File: src/rtl/gb5_pkg.sv
// Shared types, constants and the kernel weight map of the 5x5 Gaussian blur.
package gb5_pkg;

    localparam int PIXW    = 24;
    localparam int CHW     = 8;
    localparam int NCH     = 3;
    localparam int WIN     = 5;
    localparam int NTAP    = WIN * WIN;
    localparam int LINES   = 4;
    localparam int NGRP    = 6;
    localparam int GSW     = 11;
    localparam int WTW     = 16;
    localparam int PRW     = GSW + WTW;
    localparam int ACCW    = 30;
    localparam int DIMW    = 13;
    localparam int FRACW   = 16;
    localparam int IDXW    = 3;

    localparam int DEF_MAX_WIDTH = 4096;
    localparam int MIN_DIM       = 5;
    localparam int MAX_HEIGHT    = 4096;

    // Weight groups, in the order of the configuration registers.
    localparam logic [2:0] GRP_CORNER     = 3'd0;
    localparam logic [2:0] GRP_OUTER_NEAR = 3'd1;
    localparam logic [2:0] GRP_OUTER_AXIS = 3'd2;
    localparam logic [2:0] GRP_INNER_DIAG = 3'd3;
    localparam logic [2:0] GRP_INNER_AXIS = 3'd4;
    localparam logic [2:0] GRP_CENTRE     = 3'd5;

    localparam logic OP_PIXEL = 1'b0;
    localparam logic OP_DRAIN = 1'b1;

    typedef enum logic [IDXW-1:0] {
        REG_WIDTH       = 3'd0,
        REG_HEIGHT      = 3'd1,
        REG_W_CORNER    = 3'd2,
        REG_W_OUTER_NR  = 3'd3,
        REG_W_OUTER_AX  = 3'd4,
        REG_W_INNER_DG  = 3'd5,
        REG_W_INNER_AX  = 3'd6,
        REG_W_CENTRE    = 3'd7
    } t_reg_idx;

    localparam logic [DIMW-1:0] RST_WIDTH  = 13'd4096;
    localparam logic [DIMW-1:0] RST_HEIGHT = 13'd2304;
    localparam logic [WTW-1:0]  RST_W_CORNER    = 16'd945;
    localparam logic [WTW-1:0]  RST_W_OUTER_NR  = 16'd1841;
    localparam logic [WTW-1:0]  RST_W_OUTER_AX  = 16'd2299;
    localparam logic [WTW-1:0]  RST_W_INNER_DG  = 16'd3585;
    localparam logic [WTW-1:0]  RST_W_INNER_AX  = 16'd4477;
    localparam logic [WTW-1:0]  RST_W_CENTRE    = 16'd5591;

    typedef logic [PIXW-1:0]               t_pix;
    typedef logic [NTAP-1:0][PIXW-1:0]     t_win;
    typedef logic [LINES-1:0][PIXW-1:0]    t_lines;
    typedef logic [NGRP-1:0][WTW-1:0]      t_weights;
    typedef logic [NCH-1:0][CHW-1:0]       t_rgb;

    // One step of the window: a new column shifted in on the right.
    typedef struct packed {
        t_pix             pix;
        logic [LINES-1:0] mask;
        logic [1:0]       base;
        logic             clr;
        logic             emit;
        logic             last;
    } t_step;

    // Weight group of window tap (ky, kx).
    function automatic logic [2:0] weight_grp(input int ky, input int kx);
        int a;
        int b;
        int t;
        logic [2:0] g;
        a = (ky >= 2) ? ky - 2 : 2 - ky;
        b = (kx >= 2) ? kx - 2 : 2 - kx;
        if (a < b) begin
            t = a;
            a = b;
            b = t;
        end
        if (a == 0) begin
            g = GRP_CENTRE;
        end else if (a == 1) begin
            g = (b == 0) ? GRP_INNER_AXIS : GRP_INNER_DIAG;
        end else if (b == 0) begin
            g = GRP_OUTER_AXIS;
        end else if (b == 1) begin
            g = GRP_OUTER_NEAR;
        end else begin
            g = GRP_CORNER;
        end
        return g;
    endfunction

endpackage

File: src/rtl/gb5_window.sv
// Step register and 5x5 window: shifts in one column per step.
module gb5_window
    import gb5_pkg::*;
(
    input  logic   i_clk,
    input  logic   i_rst_n,
    input  logic   i_issue,
    input  t_step  i_step,
    input  t_lines i_rdata,
    output logic   o_s1_ready,
    input  logic   i_s3_ready,
    output logic   o_s2_valid,
    output logic   o_s2_last,
    output t_win   o_win
);

    logic  r_s1_v;
    t_step r_s1;
    logic  r_s2_v, n_s2_v;
    logic  r_s2_last;
    t_win  r_win, n_win, base_win;
    logic  s2_ready;
    logic  s1_fire;
    logic [WIN-1:0][PIXW-1:0] col;

    always_comb begin
        s2_ready   = !r_s2_v || i_s3_ready;
        o_s1_ready = !r_s1_v || s2_ready;
        s1_fire    = r_s1_v && s2_ready;
        n_s2_v     = s2_ready ? (s1_fire && r_s1.emit) : r_s2_v;

        for (int ky = 0; ky < LINES; ky++) begin
            col[ky] = r_s1.mask[ky] ? '0 : i_rdata[2'(r_s1.base + 2'(ky))];
        end
        col[WIN-1] = r_s1.pix;

        base_win = r_s1.clr ? '0 : r_win;
        for (int ky = 0; ky < WIN; ky++) begin
            for (int kx = 0; kx < WIN; kx++) begin
                n_win[ky*WIN+kx] = (kx < WIN - 1) ? base_win[ky*WIN+kx+1] : col[ky];
            end
        end
    end

    always_ff @(posedge i_clk) begin
        if (!i_rst_n) begin
            r_s1_v <= 1'b0;
            r_s2_v <= 1'b0;
        end else begin
            if (o_s1_ready) begin
                r_s1_v <= i_issue;
            end
            r_s2_v <= n_s2_v;
        end
    end

    always_ff @(posedge i_clk) begin
        if (o_s1_ready && i_issue) begin
            r_s1 <= i_step;
        end
        if (s1_fire) begin
            r_win <= n_win;
        end
        if (s2_ready && s1_fire) begin
            r_s2_last <= r_s1.last;
        end
    end

    assign o_s2_valid = r_s2_v;
    assign o_s2_last  = r_s2_last;
    assign o_win      = r_win;

endmodule

File: config.mk
export PLATFORM = sky130hd
export DESIGN_NAME = gb5_window
export DESIGN_NICKNAME = d
export VERILOG_FILES = /design/src/rtl/gb5_pkg.sv /design/src/rtl/gb5_window.sv
export SDC_FILE = /design/constraint.sdc
export NUM_CORES = 1
export LEC_CHECK = 0
export ABC_CLOCK_PERIOD_IN_PS = 22500
export BUFFER_PORTS_ARGS = -buffer_cell sky130_fd_sc_hd__buf_2
export CORE_MARGIN = 3
export CORE_UTILIZATION = 32
export DETAILED_ROUTE_END_ITERATION = 8
export PLACE_DENSITY_LB_ADDON = 0.15
export SLEW_MARGIN = 20
export SYNTH_ARGS = -nofsm -noshare
export SYNTH_HDL_FRONTEND = slang
export SYNTH_SLANG_ARGS = --single-unit
File: constraint.sdc
create_clock -name i_clk -period 22.5 [get_ports i_clk]
set_input_delay 4.5 -clock i_clk [delete_from_list [all_inputs] [get_ports i_clk]]
set_output_delay 4.5 -clock i_clk [all_outputs]
set_load 0.03 [all_outputs]
# After elaboration in Yosys (flattened, before gate mapping)
# Cells that the tools add are included.
[word_totals] ff_bits=636 latchBits=0 ramBits=0 mem_bits_ro=0 input_bits=133 elab_cells=57 n_memories=0
[op_classes] n_addsub=3 multipliers=0 div_mod_pow=0 magnitude_cmp=4 eq_ne=0 n_shift=0 n_mux=8 bitwise_logic=0 reduce_logical=8
[ops] op="binary-select mux 24 bit (select 2 bit)" count=4
[ops] op="two-way mux 24 bit" count=4
[ops] op="less-than comparator 2 x 3 -> 1 bit, second input constant" count=4
[ops] op="adder 2 bit, second input constant" count=2
[ops] op="logical AND 1 bit" count=4
[ops] op="adder 2 x 1 -> 2 bit, second input constant" count=1
[ops] op="logical NOT 1 bit" count=2
[ops] op="logical OR 1 bit" count=2

# Depth between registers and ports, before layout
[logic_depth] depth_word=4 ltp_mapped=5 mapped_depth_nobuf=2

# Worst setup path before layout
# OpenSTA, ideal clock, no wires.
[synth_path] kind="input -> register" start="in i_s3_ready" end="reg r_s2_last (netlist: o_s2_last), enable pin" arrival_ns=18.111 required_ns=21.457 slack_ns=3.346 cell_stages=2 path_buffers=0 cell_sequence="nand2b_1 -> and2_1"
[synth_between] elab_chain_cells=3
[synth_rtl] item="from (decl)" line_no="gb5_window.sv:11" text="input logic i_s3_ready,"
[synth_rtl] item="logical OR 1 bit" line_no="gb5_window.sv:27" text="s2_ready = !r_s2_v || i_s3_ready;"
[synth_rtl] item="logical AND 1 bit" line_no="gb5_window.sv:29" text="s1_fire = r_s1_v && s2_ready;"
[synth_rtl] item="net s1_fire" line_no="gb5_window.sv:23" text="logic s1_fire;"
[synth_rtl] item="logical AND 1 bit" line_no="gb5_window.sv:64" text="if (s2_ready && s1_fire) begin"
[synth_rtl] item="to (signal assigned)" line_no="gb5_window.sv:65" text="r_s2_last <= r_s1.last;"
[synth_rtl] item="to (decl)" line_no="gb5_window.sv:20" text="logic r_s2_last;"
# The timed path passes the listed nets, and every way through them passes these cells.
# A chain may end at the register's enable or synchronous reset.

# Worst setup path after layout
[layout_path] start="in i_s3_ready" end="out o_s1_ready"
[layout_between] elab_chain_cells=2
[layout_rtl] item="logical OR 1 bit" line_no="gb5_window.sv:27"
[layout_rtl] item="logical OR 1 bit" line_no="gb5_window.sv:28" text="o_s1_ready = !r_s1_v || s2_ready;"
[layout_rtl] item="to (decl)" line_no="gb5_window.sv:10" text="output logic o_s1_ready,"
# No other way between the ends.

==> results.cfg <==
[status]
status = finished, final reports clean

[detailed_routing]
ant_nets = 0
wl_um = 79750
drc = 0
wl_per_cell_um = 24.20
vias = 14990
drtIter0Drc = 935
dr.pass1.iters = 4
avgViaCountPerCell = 4.550

[yosys]
ys_seq_elements = 636
syn_area_per_cell_um2 = 16.91
synth.cell_area_um2 = 24790
ys_top_cells_by_area = edfxtp_1, nor2b_1, mux2i_1
synthMostInstantiatedCell = edfxtp_1
synth_flop_cell = edfxtp_1
synth_largest_area_cell = edfxtp_1
syn_nets = 1599
ys_async_sr_fraction_pct = 0
yosysWarnings = 0
synth_common_cells = edfxtp_1, nor2b_1, mux2i_1, o22ai_1
yosysSeqAreaShare_pct = 76.97
syn-instance-count = 1466
ys_types = 18
yosysTopAreaCellShare_pct = 76.81
synth_edf_count = 634

[sta]
min_period_ps = 9494
slew_headroom_pct = 30.37
fin_crit_sh_pct = 42.19
setup_ws_ps = 13010
worst_pin_slew_ps = 1044
setup_tns_ps = 0
rsz0062_at_grt = false
setup_viol = 0
drv_slew = 0
clock_skew_ps = 18.56
final_hold_viol_count = 0
max_freq_mhz = 105.3

[hold_path]
holdPathStages = 0
min_from = col[101]
hold_path_class = flip-flop to flip-flop
hold_end = o_win[581]

[global_route]
grt_pass1_wl_um = 111800
antenna_found_initial = 33
grt-ovfl-total = 0
grt_use_total_pct = 19.09
first_global_vias = 15320
grt_start_max_net_pins = 174

[power_and_ir_drop]
ir_drop_uv = 62.57
power_mw = 2.824
p_leak_nw = 12.38
cellPowerDensity_nw_per_um2 = 89.22

[clocking]
numCtsBuffers = 72
root_buffer = clkbuf_16
clkSlewWorstSetupHoldPaths_ps = 60
cts.sink_count = 636
cts_tree = built
clkLatencyLatePin_ps = 610
cts_resized = 0
htree_num_levels = 3
cts_hold_buffers = 0
post_cts_buffers = 0
clk_path_buf_depth = 3

[die]
rows = 101
die-area_um2 = 80830
start_util_pct = 32.47
core_area_um2 = 76330
io_pins = 736
die_h_um = 284.3
die_width_um = 284.3

[finish]
layout.core_utilization_pct = 41.47
stdcell_area_um2 = 31650
drive_above_1_share_pct = 38.18
synthToLayoutAreaGrowth_pct = 27.69
nNetsFinal = 2334

[critical_path]
worst-setup-path-type = input pin to output pin
crit_fanout = 3
reg2regPathDepth = 5
r2r_slack_ps = 18430
crit_required_ps = 18000
crit_arrival_ps = 4990
regToRegStartpoint = o_s2_valid
timing.rr.end = o_win[132]
cp-end-kind = output pin
timing.critical_path.from_type = input pin
setup.worst_path.start = i_s3_ready

[place]
io_buffer_count = 735
routabilityCongestion = 0.8186
dpl.hpwl_um = 58600
placed_cell_area_um2 = 29400
pre_cts_ws_ps = 13010

[job]
maxCapViolCount = 0
-- metal layers --
metal | track usage, % | wire length (µm) | up-vias
met5 | 0 | 235 | -
met4 | 5.543 | 2134 | 36
met3 | 6.616 | 6043 | 144
met2 | 33.06 | 40350 | 554
met1 | 22.43 | 30980 | 7388
li1 | - | - | 6870
-- logic make-up (layout without fill, tap and decap cells) --
logic type | count (synthesis) | in the layout | synth area share (%)
compound gates | 98 | 98 | 2.559
buf+inv | 95 | 884 | 2.216
flops | 636 | 636 | 76.97
mux | 144 | 144 | 5.815
other cells | 0 | 10 | 0
simple gates | 493 | 493 | 12.44
-- worst max-delay path: stages --
cell	delay (ps)
buf_2	110
nand3b_1	180
buf_2	200
-- flip-flops by register name (all words and copies together), names as in the netlist --
name	count
o_win	600
o_s2_valid	1
col	24
r_s1	9
r_s1_v	1
o_s2_last	1
-- placed cells by master, fill, tap and decap left out --
cell,Yosys,routed
nand2_1,1,1
bufinv_16,0,3
clkinv_1,0,13
buf_4,3,18
clkinv_2,0,10
and2_4,0,1
or2_1,4,4
nand2b_1,5,1
dfxtp_1,2,2
buf_12,0,2
inv_16,0,2
nand3b_1,1,1
a21boi_0,2,2
o22ai_1,93,93
mux2i_1,144,144
clkbuf_1,36,18
inv_6,0,4
nor2b_1,480,480
clkbuf_16,0,74
o22ai_2,3,3
clkinvlp_4,0,2
clkbuf_8,0,1
inv_1,1,1
diode_2,0,10
nand2b_2,0,4
and2_2,0,1
clkinv_8,0,1
buf_2,36,735
edfxtp_1,634,634
-- area by class of cell --
type | count | area, µm²
clock buffers | 93 | 1933
repair buffers | 755 | 3854
clock inverters | 35 | 295.3
fillers | 7166 | 44680
well taps | 1030 | 1289
flip-flops and latches | 636 | 19080
multi-input cells | 735 | 5172
inverters | 1 | 3.754
diodes | 10 | 25.02
-- how the worst max path moves through the flow --
stage                      end  cells after the start  slack, ps
finish              o_s1_ready                      3      13010
floorplan            o_s2_last                      2       3350
CTS                 o_s1_ready                      3      13000
detailed placement  o_s1_ready                      3      13010
global placement    o_s1_ready                      3      12990
global route        o_s1_ready                      3      12960
-- power by group --
group / internal, mW / switching [mW] / leakage (nW)
Clock: 0.646 / 0.476 / 1.09
Combinational: 0.0818 / 0.212 / 5.17
Sequential: 1.37 / 0.0333 / 6.12
Total: 2.10 / 0.722 / 12.4
-- metrics by stage --
stage                     hold slack [ps]  instances
final                               411.2       3295
after global routing                415.7       3292
after floorplan                     400.3       1466
after detailed placement            404.5       3157
after global placement              400.9       3157
after CTS                           415.7       3285
Note: power is estimated with default switching activity, not from simulation.
