<file path="src/rtl/gb5_pkg.sv">
// Shared types, constants and the kernel weight map of the 5x5 Gaussian blur.
package gb5_pkg;

    localparam int PIXW    = 24;
    localparam int CHW     = 8;
    localparam int NCH     = 3;
    localparam int WIN     = 5;
    localparam int NTAP    = WIN * WIN;
    localparam int LINES   = 4;
    localparam int NGRP    = 6;
    localparam int GSW     = 11;
    localparam int WTW     = 16;
    localparam int PRW     = GSW + WTW;
    localparam int ACCW    = 30;
    localparam int DIMW    = 13;
    localparam int FRACW   = 16;
    localparam int IDXW    = 3;

    localparam int DEF_MAX_WIDTH = 4096;
    localparam int MIN_DIM       = 5;
    localparam int MAX_HEIGHT    = 4096;

    // Weight groups, in the order of the configuration registers.
    localparam logic [2:0] GRP_CORNER     = 3'd0;
    localparam logic [2:0] GRP_OUTER_NEAR = 3'd1;
    localparam logic [2:0] GRP_OUTER_AXIS = 3'd2;
    localparam logic [2:0] GRP_INNER_DIAG = 3'd3;
    localparam logic [2:0] GRP_INNER_AXIS = 3'd4;
    localparam logic [2:0] GRP_CENTRE     = 3'd5;

    localparam logic OP_PIXEL = 1'b0;
    localparam logic OP_DRAIN = 1'b1;

    typedef enum logic [IDXW-1:0] {
        REG_WIDTH       = 3'd0,
        REG_HEIGHT      = 3'd1,
        REG_W_CORNER    = 3'd2,
        REG_W_OUTER_NR  = 3'd3,
        REG_W_OUTER_AX  = 3'd4,
        REG_W_INNER_DG  = 3'd5,
        REG_W_INNER_AX  = 3'd6,
        REG_W_CENTRE    = 3'd7
    } t_reg_idx;

    localparam logic [DIMW-1:0] RST_WIDTH  = 13'd4096;
    localparam logic [DIMW-1:0] RST_HEIGHT = 13'd2304;
    localparam logic [WTW-1:0]  RST_W_CORNER    = 16'd945;
    localparam logic [WTW-1:0]  RST_W_OUTER_NR  = 16'd1841;
    localparam logic [WTW-1:0]  RST_W_OUTER_AX  = 16'd2299;
    localparam logic [WTW-1:0]  RST_W_INNER_DG  = 16'd3585;
    localparam logic [WTW-1:0]  RST_W_INNER_AX  = 16'd4477;
    localparam logic [WTW-1:0]  RST_W_CENTRE    = 16'd5591;

    typedef logic [PIXW-1:0]               t_pix;
    typedef logic [NTAP-1:0][PIXW-1:0]     t_win;
    typedef logic [LINES-1:0][PIXW-1:0]    t_lines;
    typedef logic [NGRP-1:0][WTW-1:0]      t_weights;
    typedef logic [NCH-1:0][CHW-1:0]       t_rgb;

    // One step of the window: a new column shifted in on the right.
    typedef struct packed {
        t_pix             pix;
        logic [LINES-1:0] mask;
        logic [1:0]       base;
        logic             clr;
        logic             emit;
        logic             last;
    } t_step;

    // Weight group of window tap (ky, kx).
    function automatic logic [2:0] weight_grp(input int ky, input int kx);
        int a;
        int b;
        int t;
        logic [2:0] g;
        a = (ky >= 2) ? ky - 2 : 2 - ky;
        b = (kx >= 2) ? kx - 2 : 2 - kx;
        if (a < b) begin
            t = a;
            a = b;
            b = t;
        end
        if (a == 0) begin
            g = GRP_CENTRE;
        end else if (a == 1) begin
            g = (b == 0) ? GRP_INNER_AXIS : GRP_INNER_DIAG;
        end else if (b == 0) begin
            g = GRP_OUTER_AXIS;
        end else if (b == 1) begin
            g = GRP_OUTER_NEAR;
        end else begin
            g = GRP_CORNER;
        end
        return g;
    endfunction

endpackage

</file>
<file path="src/rtl/gb5_ctrl.sv">
// Position counters and step sequencer: pixels, row flushes and drain rows.
module gb5_ctrl
    import gb5_pkg::*;
#(
    parameter int MAX_WIDTH = DEF_MAX_WIDTH,
    localparam int AW = $clog2(MAX_WIDTH),
    localparam int XW = AW + 1
) (
    input  logic            i_clk,
    input  logic            i_rst_n,
    input  logic [XW-1:0]   i_width,
    input  logic [DIMW-1:0] i_height,
    input  logic            i_in_valid,
    output logic            o_in_ready,
    input  logic            i_opcode,
    input  t_pix            i_pix,
    input  logic            i_s1_ready,
    output logic            o_issue,
    output t_step           o_step,
    output logic [AW-1:0]   o_addr,
    output logic [LINES-1:0] o_we
);

    logic [XW-1:0]   r_col, n_col;
    logic [DIMW-1:0] r_row, n_row;
    logic [1:0]      r_flush, n_flush;

    logic            pix_phase;
    logic            internal;
    logic            acc;
    logic [XW-1:0]   x;
    logic [XW-1:0]   wm1;
    logic            last_row;

    always_comb begin
        wm1        = i_width - XW'(1);
        pix_phase  = r_row < i_height;
        internal   = (r_flush != 2'd0) || (!pix_phase && r_col < XW'(2));
        o_in_ready = i_s1_ready && !internal;
        acc        = i_in_valid && o_in_ready;
        x          = (r_col < wm1) ? r_col : wm1;
        last_row   = {1'b0, r_row} >= ({1'b0, i_height} + 14'd1);

        o_issue       = 1'b0;
        o_step.pix    = '0;
        o_step.mask   = '1;
        o_step.base   = r_row[1:0];
        o_step.clr    = 1'b0;
        o_step.emit   = 1'b1;
        o_step.last   = 1'b0;
        o_addr        = r_col[AW-1:0];
        o_we          = '0;
        n_col         = r_col;
        n_row         = r_row;
        n_flush       = r_flush;

        if (r_flush != 2'd0) begin
            // Zero columns close the windows of the last two outputs of a row.
            o_issue = i_s1_ready;
            if (o_issue) begin
                n_flush = r_flush - 2'd1;
            end
        end else if (!pix_phase) begin
            // Drain rows: rows at or below the frame end read as zero.
            o_issue     = (r_col < XW'(2)) ? i_s1_ready : (acc && i_opcode == OP_DRAIN);
            o_step.clr  = r_col == '0;
            o_step.emit = r_col >= XW'(2);
            o_step.last = last_row && (r_col == i_width + XW'(1));
            for (int ky = 0; ky < LINES; ky++) begin
                o_step.mask[ky] = (r_col >= i_width) ||
                    (({1'b0, r_row} + 14'(ky)) >= ({1'b0, i_height} + 14'd4));
            end
            if (o_issue) begin
                if (r_col == i_width + XW'(1)) begin
                    n_col = '0;
                    n_row = last_row ? '0 : r_row + DIMW'(1);
                end else begin
                    n_col = r_col + XW'(1);
                end
            end
        end else begin
            o_issue     = acc && i_opcode == OP_PIXEL;
            o_addr      = x[AW-1:0];
            o_step.pix  = i_pix;
            o_step.clr  = x == '0;
            o_step.emit = (x >= XW'(2)) && (r_row >= DIMW'(2));
            for (int ky = 0; ky < LINES; ky++) begin
                o_step.mask[ky] = ({1'b0, r_row} + 14'(ky)) < 14'd4;
            end
            if (o_issue) begin
                o_we[r_row[1:0]] = 1'b1;
                if (x == wm1) begin
                    n_col   = '0;
                    n_row   = r_row + DIMW'(1);
                    n_flush = (r_row >= DIMW'(2)) ? 2'd2 : 2'd0;
                end else begin
                    n_col = x + XW'(1);
                end
            end
        end
    end

    always_ff @(posedge i_clk) begin
        if (!i_rst_n) begin
            r_col   <= '0;
            r_row   <= '0;
            r_flush <= '0;
        end else begin
            r_col   <= n_col;
            r_row   <= n_row;
            r_flush <= n_flush;
        end
    end

endmodule

</file>
<file path="config.mk">
export PLATFORM = sky130hd
export DESIGN_NAME = gb5_ctrl
export DESIGN_NICKNAME = d
export VERILOG_FILES = /design/src/rtl/gb5_pkg.sv /design/src/rtl/gb5_ctrl.sv
export SDC_FILE = /design/constraint.sdc
export NUM_CORES = 1
export LEC_CHECK = 0
export ABC_AREA = 1
export BUFFER_PORTS_ARGS = -buffer_cell sky130_fd_sc_hd__buf_2
export CELL_PAD_IN_SITES_DETAIL_PLACEMENT = 0
export CELL_PAD_IN_SITES_GLOBAL_PLACEMENT = 1
export CORE_UTILIZATION = 45
export DETAILED_ROUTE_END_ITERATION = 8
export PLACE_DENSITY_LB_ADDON = 0.12
export SYNTH_ARGS = -nofsm -noshare
export SYNTH_HDL_FRONTEND = slang
export SYNTH_SLANG_ARGS = --single-unit
</file>
<file path="constraint.sdc">
create_clock -name i_clk -period 6.7 [get_ports i_clk]
set_input_delay 0 -clock i_clk [delete_from_list [all_inputs] [get_ports i_clk]]
set_output_delay 0 -clock i_clk [all_outputs]
set_load 0.03 [all_outputs]
</file>
### After elaboration in Yosys (flattened, before gate mapping)

Index checks and enable logic that the tools add are counted.

| cells by class | value |
|---|---|
| add/subtract/negate cells | 11 |
| reduce and logical (&&, ||, !) cells | 26 |
| equality and inequality tests | 5 |
| order comparisons | 18 |
| bitwise gates (word level) | 2 |
| mux-type cells | 34 |

Operator list:

| cell | number |
|---|---|
| 13-bit 2-to-1 mux | 12 |
| 13-bit by 1-bit adder with 13-bit output, second input constant | 4 |
| 14-bit greater-or-equal comparator | 3 |
| 14-bit by 3-bit less-than comparator with 1-bit output, second input constant | 3 |
| 13-bit by 2-bit greater-or-equal comparator with 1-bit output, second input constant | 3 |
| 13-bit by 1-bit adder with 14-bit output, second input constant | 2 |
| 13-bit by 2-bit adder with 14-bit output, second input constant | 2 |
| 13-bit by 14-bit greater-or-equal comparator with 1-bit output | 2 |
| 28-bit 2-to-1 mux | 1 |
| 13-bit == test | 2 |
| 13-bit zero test | 2 |
| 13-bit less-than comparator | 2 |
| 12-bit 2-to-1 mux | 2 |
| 24-bit 2-to-1 mux | 1 |
| 4-bit 2-to-1 mux | 4 |
| 13-bit by 3-bit adder with 14-bit output, second input constant | 1 |
| 2-bit 2-to-1 mux | 7 |
| 13-bit greater-or-equal comparator | 1 |
| 13-bit by 2-bit less-than comparator with 1-bit output, second input constant | 1 |
| 13-bit by 3-bit less-than comparator with 1-bit output, second input constant | 1 |
| 13-bit by 1-bit subtractor with 13-bit output, second input constant | 1 |
| 2-bit nonzero test | 6 |
| 1-bit logical AND | 8 |
| 1-bit logical OR | 5 |
| other kinds (13) | 20 |

| storage, ports and cells | value |
|---|---|
| input bits | 55 |
| bits in registers | 28 |
| logic and storage cells | 99 |
| output and inout bits | 51 |

### Logic depth before layout (Yosys ltp)

| logic depth | value |
|---|---|
| depth after elaboration | 11 |
| depth in mapped cells | 26 |
| gate-level depth less buffers | 24 |

### Least setup slack after synthesis

Ideal clock, no wire load.

| timing | value |
|---|---|
| kind | register -> register |
| start | register r_row[1] |
| end | register r_row[7] |
| data required time | 6.630 ns |
| data arrival time | 3.050 ns |
| cell stages (with the launch flop) | 19 |
| path slack | 3.581 ns |
| library setup time | 0.070 ns |
| cells stage by stage | dfxtp_1 inv_1 ha_1 nor2_1 nor2_1 o21bai_1 a21oi_1 nor2_1 o21ai_1 nand2_1 nand2_1 nand2_1 nor2_1 nand3_1 nand2_1 buf_2 clkbuf_1 nand3_1 a21oi_1 |

| on the way | value |
|---|---|
| cells in the longest elaborated chain, start to end | 11 |
| elaborated cells on any way between the ends | 23 |
| those cells by class | add/sub: 1; order compare: 2; eq/ne: 2; mux: 7; reduce/logical: 11 |

Ends and longest elaborated chain:

| what | RTL line | text |
|---|---|---|
| start: declaration | gb5_ctrl.sv:25 | `logic [DIMW-1:0] r_row, n_row;` |
| start signal: assignment | gb5_ctrl.sv:110 | `r_row <= n_row;` |
| 13-bit less-than comparator (*) | gb5_ctrl.sv:37 | `pix_phase = r_row < i_height;` |
| 1-bit zero test (*) | -- |  |
| 1-bit logical AND (*) | gb5_ctrl.sv:38 | `internal = (r_flush != 2'd0) \|\| (!pix_phase && r_col < XW'(2));` |
| 1-bit logical OR (*) | gb5_ctrl.sv:38 |  |
| 1-bit zero test (*) | gb5_ctrl.sv:39 | `o_in_ready = i_s1_ready && !internal;` |
| 1-bit logical AND (*) | gb5_ctrl.sv:39 |  |
| via o_in_ready | gb5_ctrl.sv:14 | `output logic o_in_ready,` |
| 1-bit logical AND (*) | gb5_ctrl.sv:40 | `acc = i_in_valid && o_in_ready;` |
| 1-bit logical AND | gb5_ctrl.sv:65 | `o_issue = (r_col < XW'(2)) ? i_s1_ready : (acc && i_opcode == OP_DRAIN);` |
| 1-bit 2-to-1 mux | gb5_ctrl.sv:65 |  |
| 2-bit nonzero test (no source line) | -- |  |
| 5-bit AND reduction (no source line) (*) | -- |  |

Mark *: on every way through the listed nets, which the timed path passes. The rest lies on a longest branch. The select of a mux whose other input is x is not followed.
A chain may end at the register's enable or synchronous reset.

### Worst setup path in the final report

| timing | value |
|---|---|
| start | register r_row[1] |
| end | output port o_issue |

| on the way | value |
|---|---|
| cells in the longest elaborated chain, start to end | 11 |
| elaborated cells on any way between the ends | 12 |
| those cells by class | order compare: 1; mux: 3; reduce/logical: 8 |

Ends and longest elaborated chain:

| what | RTL line | text |
|---|---|---|
| 13-bit less-than comparator (*) | gb5_ctrl.sv:37 |  |
| 1-bit zero test | -- |  |
| 1-bit logical AND | gb5_ctrl.sv:38 |  |
| 1-bit logical OR | gb5_ctrl.sv:38 |  |
| 1-bit zero test | gb5_ctrl.sv:39 |  |
| 1-bit logical AND | gb5_ctrl.sv:39 |  |
| 1-bit logical AND | gb5_ctrl.sv:40 |  |
| 1-bit logical AND | gb5_ctrl.sv:65 |  |
| 1-bit 2-to-1 mux | gb5_ctrl.sv:65 |  |
| 1-bit 2-to-1 mux (*) | gb5_ctrl.sv:63 | `end else if (!pix_phase) begin` |
| 1-bit 2-to-1 mux (*) | gb5_ctrl.sv:57 | `if (r_flush != 2'd0) begin` |
| end: declaration | gb5_ctrl.sv:18 | `output logic o_issue,` |

Mark *: on every way between the ends. The rest lies on a longest branch, timed or not.

==> flow_metrics.py <==
metrics = {
    "placement": {
        "place.gp.congestion": 0.899,
        "pre_cts_slack_ps": 2490,
        "port_buffers": 105,
        "dp_cells": 1459,
        "dpl-instance-area_sq_um": 7770,
        "hpwlAfterDp_um": 19400,
    },
    "detailed_routing": {
        "ant_nets": 0,
        "detail_route.wl_per_cell_um": 16.2,
        "wl_um": 23700,
        "via_per_inst": 5.38,
        "dr.pass1.iters": 5,
        "route.detailed.drc": 0,
        "dr_total_vias": 7870,
        "drt_iter0_markers": 621,
    },
    "layout": {
        "area_growth_pct": 10.5,
        "multiInputGateArea_sq_um": 5670,
        "fillers": 1639,
        "drive_gt1_share_pct": 13.0,
        "num_antenna_cells": 0,
        "fin_cells": 1463,
        "num-nets-final": 1426,
        "regArea_sq_um": 561,
        "fin_area_sq_um": 7880,
        "final_core_util_pct": 51.5,
    },
    "floorplan": {
        "die_x_um": 128,
        "die_height_um": 128,
        "die_area_sq_um": 16400,
        "ios": 106,
        "std_cell_rows": 45,
        "core-area_sq_um": 15300,
        "start_util_pct": 46.6,
    },
    "global_route": {
        "antenna_found_initial": 0,
        "grt_pass1_vias": 7034,
        "grt_usage_pct": 29.3,
        "grt_max_degree": 33,
        "grt_overflow": 0,
        "grt_pass1_wl_um": 37700,
    },
    "clocking": {
        "cts_setup_buffers": 0,
        "ctsResizeCount": 0,
        "clock_latency_ps": 280,
        "cts-buffers-inserted": 3,
        "cts_tree": "yes",
        "h-tree-depth": 1,
        "cts_buffer_depth": 2,
        "hold_buffers": 0,
        "cts_num_sinks": 28,
        "clk_pin_slew_worst_paths_ps": 80,
        "ctsRootBufferMaster": "clkbuf_16",
    },
    "timing": {
        "slew_headroom_pct": 44.7,
        "finalCritPeriodShare_pct": 66.7,
        "post-route-min-period_ps": 4470,
        "rsz0062_at_grt": "no",
        "finalSetupTns_ps": 0,
        "hold_viol": 0,
        "skew_ps": 10.2,
        "worst_pin_slew_ps": 829,
        "max_freq_ghz": 0.224,
        "finalMaxSlewViolations": 0,
        "fin_ws_ps": 2230,
        "timing.hold.ws_ps": 42.1,
        "setup_viol": 0,
    },
    "worst_setup_path": {
        "startpoint_type": "register",
        "cp.arrival_ps": 4470,
        "critical_path_required_ps": 6700,
        "critPathMaxFanout": 32,
        "end_kind": "output port",
        "critical_path_class": "reg -> out",
        "r2r_slack_ps": 2460,
    },
    "run": {
        "drv_cap": 0,
    },
    "power": {
        "max-vdd-ir-drop_v": 0.000125,
        "powerDensity_nw_per_um2": 106,
        "leakagePower_nw": 4.28,
        "fin_total_pwr_uw": 832,
    },
    "synthesis": {
        "synth_edf_count": 0,
        "ys_ff_latch": 28,
        "yosys-top-cells-area": "ha_1, nand2_1, inv_1",
        "synth_nets": 1345,
        "netlist_top_cells_count": "nand2_1, inv_1, ha_1",
        "synth.most_common_cell": "nand2_1",
        "synth-seq-area-share_pct": 7.86,
        "synth_top_area_share_pct": 20.7,
        "synth_cells": 1172,
        "synth-main-ff-cell": "dfxtp_1",
        "yosysWarnings": 0,
        "syn_area_sq_um": 7130,
        "async_flop_share_pct": 0,
        "syn_avg_cell_area_sq_um": 6.08,
        "synth.distinct_cells": 51,
        "yosys.area.top_type": "ha_1",
    },
    "hold_path": {
        "hp-class": "in -> reg",
    },
    "run_status": {
        "status": "finished clean",
    },
}
[final timing paths]
check / from / end / depth (start not counted)
worst min register to register: r_flush[1]$_SDFFE_PN0P_ / r_flush[1]$_SDFFE_PN0P_ / 2
worst min-delay path: i_opcode / r_flush[1]$_SDFFE_PN0P_ / 4
worst max-delay path: r_row[1]$_SDFFE_PN0P_ / o_issue / 19
worst max register to register: r_row[1]$_SDFFE_PN0P_ / r_col[0]$_SDFFE_PN0P_ / 19
[report_power, final]
group | total (mW) | internal, mW | switching [mW]
logic | 0.453 | 0.144 | 0.309
clock network | 0.186 | 0.119 | 0.0667
registers | 0.193 | 0.173 | 0.0198
total | 0.832 | 0.436 | 0.395
[cell families (layout without fill, tap and decap cells)]
logic type | after synthesis | in the layout | synth area share [%]
xor gates and xnor gates | 81 | 81 | 9.95
adders and majority gates | 118 | 118 | 20.7
DFF | 28 | 28 | 7.86
and+or+nand+nor | 549 | 549 | 35.2
AOI/OAI and AO/OA | 170 | 170 | 13.7
buffers and inverters | 226 | 306 | 12.7
[critical path: stages (launching register included)]
cell      delay (ps)
dfxtp_1          630
inv_1            300
ha_1             400
nor2_1            60
nor2_1           110
o21bai_1         100
a21oi_1          170
nor2_1            60
o21ai_1          110
nand2_1          230
inv_2            200
nand2_1           70
buf_4            240
nor3_2           290
nor2_1            70
nand2_1          390
buf_4            360
inv_1            120
nand2_1           70
buf_2            190
[registers in the layout, summed over array words and instances, names as in the netlist]
| name | count |
|---|---|
| r_col | 13 |
| r_row | 13 |
| r_flush | 2 |
[metal layers]
layer	wire length [um]	up-vias	GRT usage (%)	share of wire [%]
li1	-	4008	-	-
met1	11900	3536	45.3	50
met2	9860	318	44.4	42
met3	1830	8	2.92	7.7
met4	124	0	3.32	0.52
met5	0	-	0	0
[final cells by class]
type	count	area share, %
Multi-Input combinational cell	918	71.9
Inverter	193	9.23
Sequential cell	28	7.11
Timing Repair Buffer	109	7.05
Tap cell	211	3.35
Clock buffer	3	0.953
Clock inverter	1	0.381
[cell usage in the layout (no fill, tap or decap), types with 20 or more instances in the layout]
cell type / instances
nand2_2: 20
ha_1: 118
nor3_1: 24
nand3_1: 87
a21oi_1: 60
nor2_1: 116
inv_1: 187
nor4_1: 20
dfxtp_1: 28
buf_2: 105
xor2_1: 73
nand4_1: 28
o21ai_0: 59
nand2_1: 225
Note: power is estimated with default switching activity, not from simulation.
